## config.mk

```make
export PLATFORM = sky130hd
export DESIGN_NAME = lavm_delay
export DESIGN_NICKNAME = d
export VERILOG_FILES = /design/src/design/lavm_delay.sv
export SDC_FILE = /design/constraint.sdc
export NUM_CORES = 1
export LEC_CHECK = 0
export BUFFER_PORTS_ARGS = -buffer_cell sky130_fd_sc_hd__buf_2
export CORE_UTILIZATION = 54
export DETAILED_ROUTE_END_ITERATION = 16
export GPL_TIMING_DRIVEN = 0
export PLACE_DENSITY = 0.77
export SKIP_LAST_GASP = 1
export SLEW_MARGIN = 10
export SYNTH_ARGS = -nofsm -noshare
export SYNTH_HDL_FRONTEND = slang
export SYNTH_SLANG_ARGS = --single-unit
```

## constraint.sdc

```tcl
create_clock -name i_clk -period 0.8 [get_ports i_clk]
set_input_delay 0.24 -clock i_clk [delete_from_list [all_inputs] [get_ports i_clk]]
set_output_delay 0.24 -clock i_clk [all_outputs]
set_load 0.005 [all_outputs]
```

## src/design/lavm_delay.sv

```systemverilog
// ----------------------------------------------------------------------------
// Delay line
// Fixed-length register line that keeps side data aligned with the pipeline.
// ----------------------------------------------------------------------------
module lavm_delay #(
    parameter int W     = 32,
    parameter int DEPTH = 4
) (
    input  logic         i_clk,
    input  logic         i_en,
    input  logic [W-1:0] i_d,
    output logic [W-1:0] o_q
);

    logic [W-1:0] r_line [0:DEPTH-1];

    always_ff @(posedge i_clk) begin
        if (i_en) begin
            r_line[0] <= i_d;
            for (int k = 1; k < DEPTH; k++) begin
                r_line[k] <= r_line[k-1];
            end
        end
    end

    assign o_q = r_line[DEPTH-1];

endmodule

```

==> results.toml <==
[outcome]
status = "finished, violations left"
failed_checks = "setup timing"

[detailed_routing]
routed.top_layer = "met4"
first_iter_violations = 86
post-route-drc-count = 0
drt-met1-wl_um = 1810
firstDrtPassIters = 4
met3WireLength_um = 210
routed_wl_um = 4770
avgViaCountPerCell = 4.49
met2WireLength_um = 2690
num_vias = 1588
postRouteAntennaNets = 0
routedWlPerCell_um = 13.5

[setup_path]
crit_type = "register to output pin"
worstPathArrival_ns = 1.01
critPathTopFamily = "flip-flops"
r2r_start = "r_line[0][11]"
end_kind = "output pin"
reg2reg_slack_ns = 0.14
r2r_cells = 0
cp.required_ns = 0.56
worst-path-buf-inv = 1
cp_max_fo = 1
cpPeakStageDelay_ns = 0.38
cp_cell_sequence = "buf_2"
cpMaxStageDelayCell = "edfxtp_1"
critPathLaunchType = "register"
r2r-end = "r_line[1][11]"

[final_layout]
synthToLayoutAreaGrowth_pct = 36.8
final_util_pct = 77.0
largest_register_ffs = 128
nFillCells = 388
regMostFlops = "r_line"
layout-drive-gt1-share_pct = 37.2
multi_input_gates = 0
multi_input_area_um2 = 0
top_regs = "r_line x128"
final_net_count = 279
mostFrequentLayoutCells = "edfxtp_1, buf_2, dlygate4sd3_1"
final_common_cell = "edfxtp_1"
antenna_cells = 0

[floorplan]
start_util_pct = 56.3
pin_count = 66
design.core.area_um2 = 6830
die-width_um = 86.4
num_rows = 30
die_area_um2 = 7460
dieHeight_um = 86.4

[yosys]
synth_cells = 128
synth-seq-cells = 128
netlist.area_leader.share_pct = 100
seq_area_frac_synth_pct = 100
syn_area_um2 = 3840
yosysWarnings = 0
syn_avg_cell_area_um2 = 30.0
synth_area_leaders = "edfxtp_1"
yosys.area.top_type = "edfxtp_1"
synth_cell_types = 1
syn_nets = 162

[sta]
setup_ws_ns = -0.448
slew_headroom_pct = 77.7
period_share_pct = 156
fin_tns_setup_ns = -13.21
skew_ns = 0.00289
drv_slew = 0
tightest_slew_ns = 0.335
rsz0062_at_grt = "yes"
whs_ns = 0.138
post-route-min-period_ns = 1.25
finalHoldViolCount = 0
finalSetupViolCount = 32
max_freq_mhz = 801

[clock_tree]
cts_buffer_depth = 2
cts_max_level = 4
root_buffer = "clkbuf_8"
cts_sinks = 128
cts_buffers = 17
clk_pin_slew_worst_paths_ns = 0.06
cts_tree = "built"
cts_setup_buffers = 0
clk_latency_ns = 0.49

[power_and_ir_drop]
p_per_area_nw_per_um2 = 3060
leakage_nw = 1.95
finalPower_w = 0.0161
peakVddDrop_v = 0.00206

[run]
maxCapViolCount = 0

[global_route]
grt_overflow = 0
grt_max_degree = 66
antenna_found_initial = 0
grt_usage_pct = 14.8
grt_first_pass_wirelength_um = 7450
grt_pass1_vias = 1584

[worst_hold_path]
whs_endpoint = "r_line[0][9]"
min_from = "i_en"
whs_path_depth = 1
min_path_type = "input port to register"

[placed_design]
place.gp.congestion = 0.696
io_buffers = 65
place_ws_ns = -0.614
place_hpwl_um = 2470
logic make-up (layout without fill, tap and decap cells):
kind of cell,Yosys count,count (layout),synth area share [%]
flip-flops,128,128,100
buffers and inverters,0,130,0
layout make-up:
| type | instances | area, µm² | area share [%] |
|---|---|---|---|
| clock inverter | 15 | 191 | 3.64 |
| sequential | 128 | 3840 | 73.1 |
| timing repair buffer | 98 | 688 | 13.1 |
| clock buffer | 17 | 414 | 7.88 |
| tap | 96 | 120 | 2.28 |
per-layer routing:
layer,GRT usage (%),up-vias
met5,0,-
li1,-,762
met3,6.10,8
met4,8.94,0
met2,25.0,54
met1,15.3,764
cell usage after synthesis:
master / number
edfxtp_1: 128
stage by stage:
step	cell area, µm²	std cells
after floorplan	3840	128
after global placement	4290	289
after detailed placement	4320	290
after CTS	5250	354
after global routing	5260	354
final	5260	354
what timing repair did:
action	CTS	global route
pin swaps	0	0
endpoints found under the hold margin	32	0
hold buffers	32	0
gates cloned	0	0
setup endpoints to repair	97	97
resized for setup	1	1
worst max path at each step:
stage	from	to	slack [ns]	cells after the start
floorplan	r_line[3][0]	o_q[0]	0.20	0
global placement	i_en	r_line[3][28]	-1.76	1
detailed placement	i_en	r_line[3][2]	-0.61	2
CTS	r_line[3][15]	o_q[15]	-0.50	1
global route	r_line[3][15]	o_q[15]	-0.51	1
finish	r_line[3][15]	o_q[15]	-0.45	1
where the power goes:
group          internal (W)  leakage, nW  total, W  switching, W
logic              0.000237        0.408  0.000445      0.000208
registers           0.00791         1.25   0.00801      0.000104
clock network       0.00504        0.289   0.00763       0.00259
total                0.0132         1.95    0.0161       0.00291
(Power assumes the default switching activity.)
